**config.mk**
```make
export PLATFORM = sky130hd
export DESIGN_NAME = sha256_byte_stream_hasher
export DESIGN_NICKNAME = d
export VERILOG_FILES = /design/src/rtl/sha_pkg.sv /design/src/rtl/sha_ram.sv /design/src/rtl/sha256_byte_stream_hasher.sv
export SDC_FILE = /design/constraint.sdc
export NUM_CORES = 2
export LEC_CHECK = 0
export BUFFER_PORTS_ARGS = -buffer_cell sky130_fd_sc_hd__buf_2
export CORE_ASPECT_RATIO = 1.25
export CORE_MARGIN = 3
export CORE_UTILIZATION = 61
export CTS_CLUSTER_SIZE = 12
export DETAILED_ROUTE_END_ITERATION = 8
export HOLD_SLACK_MARGIN = 0.15
export PLACE_DENSITY = 0.87
export SYNTH_ARGS = -nofsm -noshare
export SYNTH_HDL_FRONTEND = slang
export SYNTH_SLANG_ARGS = --single-unit
export TNS_END_PERCENT = 30
```
**constraint.sdc**
```tcl
create_clock -name clk -period 47.1 [get_ports clk]
set_clock_uncertainty 0.05 [all_clocks]
set_input_delay 4.71 -clock clk [delete_from_list [all_inputs] [get_ports clk]]
set_output_delay 4.71 -clock clk [all_outputs]
set_load 0.01 [all_outputs]
```
**src/rtl/sha_pkg.sv**
```systemverilog
package sha_pkg;

    // One message word: a byte to absorb or a finish request.
    typedef struct packed {
        logic       action;
        logic [7:0] data_byte;
    } msg_t;

    // One digest word.
    typedef struct packed {
        logic [31:0] digest_word;
        logic [2:0]  word_index;
        logic        last_word;
    } dig_t;

    localparam int BLOCK_WORDS = 16;
    localparam int CHAIN_WORDS = 8;
    localparam int WORD_BITS   = 32;

    localparam logic        ACTION_ABSORB = 1'b0;
    localparam logic [7:0]  PAD_MARKER    = 8'h80;

    localparam logic [31:0] INIT_H [CHAIN_WORDS] = '{
        32'h6a09e667, 32'hbb67ae85, 32'h3c6ef372, 32'ha54ff53a,
        32'h510e527f, 32'h9b05688c, 32'h1f83d9ab, 32'h5be0cd19
    };

    localparam logic [31:0] ROUND_K [64] = '{
        32'h428a2f98, 32'h71374491, 32'hb5c0fbcf, 32'he9b5dba5,
        32'h3956c25b, 32'h59f111f1, 32'h923f82a4, 32'hab1c5ed5,
        32'hd807aa98, 32'h12835b01, 32'h243185be, 32'h550c7dc3,
        32'h72be5d74, 32'h80deb1fe, 32'h9bdc06a7, 32'hc19bf174,
        32'he49b69c1, 32'hefbe4786, 32'h0fc19dc6, 32'h240ca1cc,
        32'h2de92c6f, 32'h4a7484aa, 32'h5cb0a9dc, 32'h76f988da,
        32'h983e5152, 32'ha831c66d, 32'hb00327c8, 32'hbf597fc7,
        32'hc6e00bf3, 32'hd5a79147, 32'h06ca6351, 32'h14292967,
        32'h27b70a85, 32'h2e1b2138, 32'h4d2c6dfc, 32'h53380d13,
        32'h650a7354, 32'h766a0abb, 32'h81c2c92e, 32'h92722c85,
        32'ha2bfe8a1, 32'ha81a664b, 32'hc24b8b70, 32'hc76c51a3,
        32'hd192e819, 32'hd6990624, 32'hf40e3585, 32'h106aa070,
        32'h19a4c116, 32'h1e376c08, 32'h2748774c, 32'h34b0bcb5,
        32'h391c0cb3, 32'h4ed8aa4a, 32'h5b9cca4f, 32'h682e6ff3,
        32'h748f82ee, 32'h78a5636f, 32'h84c87814, 32'h8cc70208,
        32'h90befffa, 32'ha4506ceb, 32'hbef9a3f7, 32'hc67178f2
    };

    function automatic logic [31:0] rotr(input logic [31:0] x, input int n);
        rotr = (x >> n) | (x << (32 - n));
    endfunction

    function automatic logic [31:0] big_sigma0(input logic [31:0] x);
        big_sigma0 = rotr(x, 2) ^ rotr(x, 13) ^ rotr(x, 22);
    endfunction

    function automatic logic [31:0] big_sigma1(input logic [31:0] x);
        big_sigma1 = rotr(x, 6) ^ rotr(x, 11) ^ rotr(x, 25);
    endfunction

    function automatic logic [31:0] small_sigma0(input logic [31:0] x);
        small_sigma0 = rotr(x, 7) ^ rotr(x, 18) ^ (x >> 3);
    endfunction

    function automatic logic [31:0] small_sigma1(input logic [31:0] x);
        small_sigma1 = rotr(x, 17) ^ rotr(x, 19) ^ (x >> 10);
    endfunction

endpackage

```
**src/rtl/sha_ram.sv**
```systemverilog
module sha_ram #(
    parameter int WIDTH = 32,
    parameter int DEPTH = 16
) (
    input  logic                     clk,
    input  logic                     we,
    input  logic [$clog2(DEPTH)-1:0] waddr,
    input  logic [WIDTH-1:0]         wdata,
    input  logic [$clog2(DEPTH)-1:0] raddr,
    output logic [WIDTH-1:0]         rdata
);

    logic [WIDTH-1:0] mem [DEPTH];

    // Simple dual-port array with a registered read.
    always_ff @(posedge clk)
    begin
        if (we)
        begin
            mem[waddr] <= wdata;
        end
        rdata <= mem[raddr];
    end

endmodule

```
**src/rtl/sha256_byte_stream_hasher.sv**
```systemverilog
// SHA-256 byte stream hasher.
// An absorb word is taken whenever the hasher is idle; the 64th byte of a block starts a
// compression through load, round and fold states, paced by the one-read-port memories.
// A finish pads one byte a cycle in the pad state, compresses once or twice, then gives eight
// digest words, each held while the receiver stalls.
// Reset clears the control state and brings the chain value back to the initial hash.
module sha256_byte_stream_hasher
    import sha_pkg::*;
(
    input  logic clk,
    input  logic rst_n,
    input  logic msg_valid,
    output logic msg_stall,
    input  msg_t msg,
    output logic dig_valid,
    input  logic dig_stall,
    output dig_t dig
);

    typedef enum logic [7:0] {
        ST_IDLE  = 8'b0000_0001,
        ST_PAD   = 8'b0000_0010,
        ST_LOAD  = 8'b0000_0100,
        ST_ROUND = 8'b0000_1000,
        ST_FOLD  = 8'b0001_0000,
        ST_ORD   = 8'b0010_0000,
        ST_OCAP  = 8'b0100_0000,
        ST_OWAIT = 8'b1000_0000
    } state_t;

    state_t        state_reg, state_next;
    logic [5:0]    pos_reg, pos_next;
    logic [60:0]   count_reg, count_next;
    logic [5:0]    step_reg, step_next;
    logic          marker_reg, marker_next;
    logic          lenph_reg, lenph_next;
    logic          finish_reg, finish_next;
    logic          done_reg, done_next;
    logic [7:0]    cvalid_reg, cvalid_next;
    logic          dvalid_reg, dvalid_next;
    logic          chit_reg;
    logic [2:0]    caddr_reg;

    logic [31:0]   asm_reg, asm_next;
    logic [63:0]   len_reg, len_next;
    logic [31:0]   v_reg [CHAIN_WORDS];
    logic [31:0]   v_next [CHAIN_WORDS];
    logic [31:0]   ws_reg [BLOCK_WORDS];
    logic [31:0]   ws_next [BLOCK_WORDS];
    dig_t          dig_reg, dig_next;

    logic          buf_we;
    logic [3:0]    buf_waddr;
    logic [31:0]   buf_wdata;
    logic [3:0]    buf_raddr;
    logic [31:0]   buf_rdata;
    logic          ch_we;
    logic [2:0]    ch_waddr;
    logic [31:0]   ch_wdata;
    logic [2:0]    ch_raddr;
    logic [31:0]   ch_rdata;
    logic [31:0]   chain_word;

    logic          push_en;
    logic [7:0]    push_byte;
    logic          is_len;
    logic [31:0]   t1;
    logic [31:0]   t2;

    // Block buffer, one 32-bit message word per entry.
    sha_ram #(.WIDTH(WORD_BITS), .DEPTH(BLOCK_WORDS)) u_buf (
        .clk   (clk),
        .we    (buf_we),
        .waddr (buf_waddr),
        .wdata (buf_wdata),
        .raddr (buf_raddr),
        .rdata (buf_rdata)
    );

    // Chain value; an entry not yet written reads as the initial hash.
    sha_ram #(.WIDTH(WORD_BITS), .DEPTH(CHAIN_WORDS)) u_chain (
        .clk   (clk),
        .we    (ch_we),
        .waddr (ch_waddr),
        .wdata (ch_wdata),
        .raddr (ch_raddr),
        .rdata (ch_rdata)
    );

    assign chain_word = chit_reg ? ch_rdata : INIT_H[caddr_reg];
    assign buf_raddr  = step_reg[3:0];
    assign ch_raddr   = step_reg[2:0];
    assign msg_stall  = (state_reg != ST_IDLE);
    assign dig_valid  = dvalid_reg;
    assign dig        = dig_reg;

    // Round datapath.
    assign t1 = v_reg[7] + big_sigma1(v_reg[4])
              + ((v_reg[4] & v_reg[5]) ^ (~v_reg[4] & v_reg[6]))
              + ROUND_K[step_reg] + ws_reg[0];
    assign t2 = big_sigma0(v_reg[0])
              + ((v_reg[0] & v_reg[1]) ^ (v_reg[0] & v_reg[2]) ^ (v_reg[1] & v_reg[2]));

    // Padding phase: length bytes start once the marker is in and position 56 is reached.
    assign is_len = marker_reg && (lenph_reg || (pos_reg == 6'd56));

    // Sequencer.
    always_comb
    begin
        state_next  = state_reg;
        pos_next    = pos_reg;
        count_next  = count_reg;
        step_next   = step_reg;
        marker_next = marker_reg;
        lenph_next  = lenph_reg;
        finish_next = finish_reg;
        done_next   = done_reg;
        cvalid_next = cvalid_reg;
        dvalid_next = dvalid_reg;
        asm_next    = asm_reg;
        len_next    = len_reg;
        v_next      = v_reg;
        ws_next     = ws_reg;
        dig_next    = dig_reg;
        buf_we      = 1'b0;
        buf_waddr   = pos_reg[5:2];
        buf_wdata   = asm_reg;
        ch_we       = 1'b0;
        ch_waddr    = 3'(step_reg - 6'd1);
        ch_wdata    = chain_word + v_reg[0];
        push_en     = 1'b0;
        push_byte   = msg.data_byte;

        unique case (state_reg)
            ST_IDLE:
            begin
                if (msg_valid)
                begin
                    if (msg.action == ACTION_ABSORB)
                    begin
                        push_en    = 1'b1;
                        count_next = count_reg + 61'd1;
                    end
                    else
                    begin
                        finish_next = 1'b1;
                        len_next    = {count_reg, 3'b000};
                        state_next  = ST_PAD;
                    end
                end
            end
            ST_PAD:
            begin
                push_en = 1'b1;
                if (!marker_reg)
                begin
                    push_byte   = PAD_MARKER;
                    marker_next = 1'b1;
                end
                else if (is_len)
                begin
                    push_byte  = len_reg[8 * (7 - pos_reg[2:0]) +: 8];
                    lenph_next = 1'b1;
                end
                else
                begin
                    push_byte = 8'h00;
                end
            end
            ST_LOAD:
            begin
                if (step_reg != 6'd0)
                begin
                    for (int i = 0; i < BLOCK_WORDS - 1; i++)
                    begin
                        ws_next[i] = ws_reg[i + 1];
                    end
                    ws_next[BLOCK_WORDS - 1] = buf_rdata;
                    if (step_reg <= 6'd8)
                    begin
                        for (int i = 0; i < CHAIN_WORDS - 1; i++)
                        begin
                            v_next[i] = v_reg[i + 1];
                        end
                        v_next[CHAIN_WORDS - 1] = chain_word;
                    end
                end
                if (step_reg == 6'd16)
                begin
                    step_next  = 6'd0;
                    state_next = ST_ROUND;
                end
                else
                begin
                    step_next = step_reg + 6'd1;
                end
            end
            ST_ROUND:
            begin
                for (int i = 0; i < BLOCK_WORDS - 1; i++)
                begin
                    ws_next[i] = ws_reg[i + 1];
                end
                ws_next[BLOCK_WORDS - 1] = ws_reg[0] + small_sigma0(ws_reg[1])
                                         + ws_reg[9] + small_sigma1(ws_reg[14]);
                v_next[7] = v_reg[6];
                v_next[6] = v_reg[5];
                v_next[5] = v_reg[4];
                v_next[4] = v_reg[3] + t1;
                v_next[3] = v_reg[2];
                v_next[2] = v_reg[1];
                v_next[1] = v_reg[0];
                v_next[0] = t1 + t2;
                if (step_reg == 6'd63)
                begin
                    step_next  = 6'd0;
                    state_next = ST_FOLD;
                end
                else
                begin
                    step_next = step_reg + 6'd1;
                end
            end
            ST_FOLD:
            begin
                // Read word k while word k-1 is added and written back.
                if (step_reg != 6'd0)
                begin
                    ch_we = 1'b1;
                    cvalid_next[ch_waddr] = 1'b1;
                    for (int i = 0; i < CHAIN_WORDS - 1; i++)
                    begin
                        v_next[i] = v_reg[i + 1];
                    end
                    v_next[CHAIN_WORDS - 1] = v_reg[0];
                end
                if (step_reg == 6'd8)
                begin
                    step_next = 6'd0;
                    if (done_reg)
                    begin
                        state_next = ST_ORD;
                    end
                    else if (finish_reg)
                    begin
                        state_next = ST_PAD;
                    end
                    else
                    begin
                        state_next = ST_IDLE;
                    end
                end
                else
                begin
                    step_next = step_reg + 6'd1;
                end
            end
            ST_ORD:
            begin
                state_next = ST_OCAP;
            end
            ST_OCAP:
            begin
                dig_next.digest_word = chain_word;
                dig_next.word_index  = step_reg[2:0];
                dig_next.last_word   = (step_reg[2:0] == 3'd7);
                dvalid_next          = 1'b1;
                state_next           = ST_OWAIT;
            end
            ST_OWAIT:
            begin
                if (!dig_stall)
                begin
                    dvalid_next = 1'b0;
                    if (step_reg[2:0] == 3'd7)
                    begin
                        step_next   = 6'd0;
                        pos_next    = 6'd0;
                        count_next  = 61'd0;
                        marker_next = 1'b0;
                        lenph_next  = 1'b0;
                        finish_next = 1'b0;
                        done_next   = 1'b0;
                        cvalid_next = 8'd0;
                        state_next  = ST_IDLE;
                    end
                    else
                    begin
                        step_next  = step_reg + 6'd1;
                        state_next = ST_ORD;
                    end
                end
            end
            default:
            begin
                state_next = ST_IDLE;
            end
        endcase

        // Byte insertion; a full word goes to the buffer, a full block starts a compression.
        if (push_en)
        begin
            asm_next[8 * (3 - pos_reg[1:0]) +: 8] = push_byte;
            buf_wdata = asm_next;
            buf_we    = (pos_reg[1:0] == 2'd3);
            pos_next  = pos_reg + 6'd1;
            if (pos_reg == 6'd63)
            begin
                step_next  = 6'd0;
                state_next = ST_LOAD;
                done_next  = (state_reg == ST_PAD) && is_len;
            end
        end
    end

    // Control state.
    always_ff @(posedge clk or negedge rst_n)
    begin
        if (!rst_n)
        begin
            state_reg  <= ST_IDLE;
            pos_reg    <= 6'd0;
            count_reg  <= 61'd0;
            step_reg   <= 6'd0;
            marker_reg <= 1'b0;
            lenph_reg  <= 1'b0;
            finish_reg <= 1'b0;
            done_reg   <= 1'b0;
            cvalid_reg <= 8'd0;
            dvalid_reg <= 1'b0;
            chit_reg   <= 1'b0;
            caddr_reg  <= 3'd0;
        end
        else
        begin
            state_reg  <= state_next;
            pos_reg    <= pos_next;
            count_reg  <= count_next;
            step_reg   <= step_next;
            marker_reg <= marker_next;
            lenph_reg  <= lenph_next;
            finish_reg <= finish_next;
            done_reg   <= done_next;
            cvalid_reg <= cvalid_next;
            dvalid_reg <= dvalid_next;
            chit_reg   <= cvalid_reg[ch_raddr];
            caddr_reg  <= ch_raddr;
        end
    end

    // Datapath registers.
    always_ff @(posedge clk)
    begin
        asm_reg <= asm_next;
        len_reg <= len_next;
        v_reg   <= v_next;
        ws_reg  <= ws_next;
        dig_reg <= dig_next;
    end

endmodule
```
==> flow_summary.html <==
<table>
<tr><th>Metric</th><th>Value</th></tr>
<tr><th colspan="2">Logic synthesis</th></tr>
<tr><td>Number of enable-type register cells in the synthesized netlist</td><td>between 1500 and 2000</td></tr>
<tr><td>Total number of yosys warnings</td><td>0</td></tr>
<tr><td>Most common flop cell mapped by yosys</td><td>sky130_fd_sc_hd__edfxtp_1</td></tr>
<tr><td>Number of nets in the synthesized netlist</td><td>6566</td></tr>
<tr><td>Share of synthesized cell area in full adder, half adder and majority cells</td><td>under 10%</td></tr>
<tr><td>Part of the Yosys area used for sequential elements</td><td>62.8%</td></tr>
<tr><td>Post-Synthesis Cells</td><td>6170</td></tr>
<tr><td>Unique cell type count in the Yosys netlist</td><td>93</td></tr>
<tr><td>Post-synthesis compound-gate area fraction</td><td>approximately 7.1%</td></tr>
<tr><td>Number of synthesized register bits</td><td>~1800</td></tr>
<tr><td>Post-synthesis simple-gate area fraction</td><td>7.55%</td></tr>
<tr><td>Fraction of registers with async set or reset after synthesis</td><td>around 5.4%</td></tr>
<tr><td>Mux contribution to synthesized area</td><td>7.23%</td></tr>
<tr><td>Combinational family with the most area after synthesis</td><td>simple AND/OR/NAND/NOR gates</td></tr>
<tr><td>Post-synthesis share of cell area spent on xor and xnor gates</td><td>4.59%</td></tr>
<tr><td>Avg Cell Area, Syn</td><td>between 10 and 15 um^2</td></tr>
<tr><td>Mapped cell area</td><td>about 0.085 mm^2</td></tr>
<tr><th colspan="2">Finish</th></tr>
<tr><td>Fill cell count</td><td>8830</td></tr>
<tr><td>Most common cell after layout, fill and taps aside</td><td>sky130_fd_sc_hd__edfxtp_1</td></tr>
<tr><td>Commonest non-fill, non-tap cells in the layout</td><td>sky130_fd_sc_hd__edfxtp_1, sky130_fd_sc_hd__nand2_1, sky130_fd_sc_hd__inv_1</td></tr>
<tr><td>NumNets Final</td><td>6613</td></tr>
<tr><td>Final non-filler cell total</td><td>8193</td></tr>
<tr><td>Post-layout util</td><td>around two thirds</td></tr>
<tr><td>Area growth from synthesis to layout</td><td>9.19%</td></tr>
<tr><td>Layout cell share with drive strength beyond 1</td><td>11.5%</td></tr>
<tr><th colspan="2">Setup path</th></tr>
<tr><td>Startpoint type of the worst setup path</td><td>flip-flop</td></tr>
<tr><td>Peak fanout along the critical path</td><td>64</td></tr>
<tr><td>Cell with the largest stage delay on the worst path</td><td>sky130_fd_sc_hd__dfrtp_4</td></tr>
<tr><td>Arrival time of data at the critical path endpoint</td><td>about 11 ns</td></tr>
<tr><td>Worst Path Buf+Inv</td><td>5</td></tr>
<tr><td>Critical setup path kind</td><td>flip-flop to flip-flop</td></tr>
<tr><td>Cell type group with the largest total delay on the critical path</td><td>adder cells</td></tr>
<tr><td>Largest incremental delay on the critical path</td><td>1.02 ns</td></tr>
<tr><td>CP endpoint kind</td><td>flip-flop</td></tr>
<tr><td>Required time reported for the critical path endpoint</td><td>roughly 48 ns</td></tr>
<tr><td>Most used cell along the critical path</td><td>sky130_fd_sc_hd__inv_1</td></tr>
<tr><th colspan="2">Clock tree</th></tr>
<tr><td>Clock tree from TritonCTS</td><td>built</td></tr>
<tr><td>Inserted Clock Buffers</td><td>179</td></tr>
<tr><td>CTS resizes</td><td>0</td></tr>
<tr><td>Max clock buf depth</td><td>3</td></tr>
<tr><td>H-tree lvl count</td><td>4</td></tr>
<tr><td>Count of hold-fix buffers inserted at cts</td><td>0</td></tr>
<tr><td>Post-CTS Setup Repair Bufs</td><td>0</td></tr>
<tr><td>Worst-path clk slew</td><td>0.06 ns</td></tr>
<tr><td>Clock latency of the later-clocked register in the worst-skew pair</td><td>0.84 ns</td></tr>
<tr><td>Master cell of the clock root buffer</td><td>sky130_fd_sc_hd__clkbuf_16</td></tr>
<tr><td>Sinks on the clock net</td><td>1827</td></tr>
<tr><th colspan="2">Placed design</th></tr>
<tr><td>Post-DP HPWL</td><td>150000 um</td></tr>
<tr><td>Gp weighted congestion</td><td>about 1.0</td></tr>
<tr><td>Number of input and output port buffers inserted</td><td>50</td></tr>
<tr><td># placed instances</td><td>approximately 7900</td></tr>
<tr><th colspan="2">Global route</th></tr>
<tr><td>Vias in the first global route</td><td>around 54000</td></tr>
<tr><td>Wire length of the first global-routing pass</td><td>347000 um</td></tr>
<tr><td>Total track usage</td><td>32.8%</td></tr>
<tr><td>Aggregate global routing overflow</td><td>0</td></tr>
<tr><td>Initial antenna violation count</td><td>9</td></tr>
<tr><td>Largest net degree at the start of global routing</td><td>218</td></tr>
<tr><th colspan="2">Power and ir drop</th></tr>
<tr><td>Fraction of power spent switching nets</td><td>24.1%</td></tr>
<tr><td>Maximum resistive drop on vdd</td><td>0.0000431 V</td></tr>
<tr><td>Register share of total power</td><td>52.2%</td></tr>
<tr><td>Clock network fraction of total power</td><td>roughly two fifths</td></tr>
<tr><td>Power share of the combinational group</td><td>approximately 9.7%</td></tr>
<tr><td>Pwr dens</td><td>38.1 mW/mm^2</td></tr>
<tr><td>P_int</td><td>2.68 mW</td></tr>
<tr><td>Total leakage power</td><td>34.3 nW</td></tr>
<tr><td>Switching power summed over all nets</td><td>0.850 mW</td></tr>
<tr><td>Overall power</td><td>3.53 mW</td></tr>
<tr><th colspan="2">Detailed routing</th></tr>
<tr><td>Total number of vias</td><td>53700</td></tr>
<tr><td>Iteration-0 DRC Markers</td><td>8280</td></tr>
<tr><td>Average wire per standard cell</td><td>approximately 29 um</td></tr>
<tr><td>Total wirelength of the detailed-routed design</td><td>236000 um</td></tr>
<tr><td>Residual DRC</td><td>0</td></tr>
<tr><td>Via-per-instance ratio</td><td>6.56</td></tr>
<tr><td>Drt pass-1 iters</td><td>9</td></tr>
<tr><td>Final ANT Viol Nets</td><td>0</td></tr>
<tr><th colspan="2">Die</th></tr>
<tr><td>Placeable core region</td><td>0.138 mm^2</td></tr>
<tr><td>Area enclosed by the die boundary</td><td>around 0.14 mm^2</td></tr>
<tr><td>Die Height</td><td>423 um</td></tr>
<tr><td>Row count</td><td>approximately 150</td></tr>
<tr><td>Top Ports</td><td>51</td></tr>
<tr><td>Starting density of the core</td><td>61.6%</td></tr>
<tr><td>Die width</td><td>340 um</td></tr>
<tr><th colspan="2">Job</th></tr>
<tr><td>Maximum capacitance violations</td><td>0</td></tr>
<tr><th colspan="2">Timing</th></tr>
<tr><td>Total count of hold-check failures in the final report</td><td>0</td></tr>
<tr><td>Worst Hold Slack</td><td>0.351 ns</td></tr>
<tr><td>Number of slew-limit violations in the final report</td><td>0</td></tr>
<tr><td>Finish-stage setup viols</td><td>0</td></tr>
<tr><td>Slew at the pin with the worst max-slew slack</td><td>1.33 ns</td></tr>
<tr><td>Total negative setup slack</td><td>0 ns</td></tr>
<tr><td>Upper clock frequency limit</td><td>99.7 MHz</td></tr>
<tr><td>Slew Limit Headroom</td><td>roughly 11%</td></tr>
<tr><td>Fin crit share</td><td>around a fifth</td></tr>
<tr><td>Setup repair after global routing missed its margin</td><td>false</td></tr>
<tr><td>Crit path time final</td><td>10.03 ns</td></tr>
<tr><th colspan="2">Status</th></tr>
<tr><td>Run status</td><td>completed</td></tr>
<tr><th colspan="2">Min path</th></tr>
<tr><td>Kind of path behind the tightest hold check</td><td>flip-flop to flip-flop</td></tr>
</table>
## area by class of cell
class	count	area [um^2]	area share, %
Multi-Input combinational cell	3594	28900	31.2
Antenna cell	3	7.51	0.00809
Sequential cell	1827	53400	57.6
Clock buffer	272	4970	5.36
Clock inverter	34	328	0.353
Timing Repair Buffer	157	1090	1.18
Tap cell	1848	2310	2.49
Inverter	458	1720	1.85
## cells by family after synthesis
| family | count (synthesis) |
|---|---|
| DFF | 1827 |
| and+or+nand+nor | 1481 |
| AOI/OAI and AO/OA | 984 |
| buffers and inverters | 749 |
| xor gates and xnor gates | 442 |
| adders and majority gates | 385 |
| muxes | 302 |
## synthesized netlist by cell type (all sizes together), types with 7 or more instances
library cell | count | area (um^2)
fa | 188 | 3760
clkbuf | 251 | 942
o31ai | 18 | 135
ha | 195 | 2440
dfxtp | 96 | 1920
dfrtp | 97 | 2430
inv | 456 | 1710
nor4 | 9 | 101
or3 | 29 | 183
or2 | 8 | 50.1
nor3 | 57 | 290
nand2 | 887 | 3330
o22ai | 8 | 56.3
o21bai | 17 | 128
a2111oi | 11 | 115
a221oi | 11 | 114
o2111ai | 8 | 76.3
nand3 | 87 | 435
o311ai | 8 | 70.1
a22oi | 40 | 300
xnor2 | 254 | 2220
xor2 | 186 | 1630
nand4b | 7 | 61.3
a21o | 96 | 722
o21ai | 363 | 1820
and3 | 36 | 225
mux4 | 246 | 5540
nand2b | 30 | 188
nand4 | 20 | 125
mux2i | 18 | 180
nor2b | 27 | 169
o211ai | 33 | 248
o21a | 26 | 195
and4 | 11 | 96.3
nor2 | 243 | 915
buf | 40 | 156
a311oi | 7 | 67.6
mux2 | 38 | 428
a31oi | 25 | 156
a21oi | 229 | 1150
a211oi | 32 | 245
edfxtp | 1633 | 49000
a211o | 7 | 61.3
nand3b | 8 | 60.1
## power by group through the flow
stage / combinational [mW] / sequential [mW] / clock [mW]
finish: 0.341 / 1.84 / 1.35
global route: 0.364 / 1.84 / 1.42
CTS: 0.331 / 1.84 / 1.36
detailed placement: 0.322 / 1.87 / 0
global placement: 0.306 / 1.87 / 0
floorplan: 0.216 / 1.87 / 0
## layer usage
metal / GRT usage [%] / wire [um] / vias up
met5: 0 / 38 / -
met4: 23.3 / 20100 / 6
met3: 6.33 / 24800 / 1006
li1: - / - / 22400
met1: 41.0 / 79400 / 26300
met2: 52.0 / 112000 / 3968
## worst paths after layout
check	cells past startpoint	slack (ns)	from	endpoint
hold / removal	0	0.35	ws_reg[315]$_DFFE_PP_	ws_reg[347]$_DFFE_PP_
max in group asynchronous	2	41.91	rst_n	count_reg[15]$_DFFE_PN0P_
setup reg to reg	31	37.07	step_reg[1]$_DFF_PN0_	v_reg[252]$_DFFE_PP_
hold reg to reg	0	0.35	ws_reg[315]$_DFFE_PP_	ws_reg[347]$_DFFE_PP_
min in group asynchronous	1	3.84	rst_n	marker_reg$_DFFE_PN0P_
setup / recovery	31	37.07	step_reg[1]$_DFF_PN0_	v_reg[252]$_DFFE_PP_
## per-stage QoR
step	worst slack (ns)	area (um^2)
6_report	37.07	92800
3_3_place_gp	37.46	87500
4_1_cts	37.27	92800
3_5_place_dp	37.31	87500
5_1_grt	36.58	92800
2_1_floorplan	7.67	85000
Power figures use the tool's default switching activity.
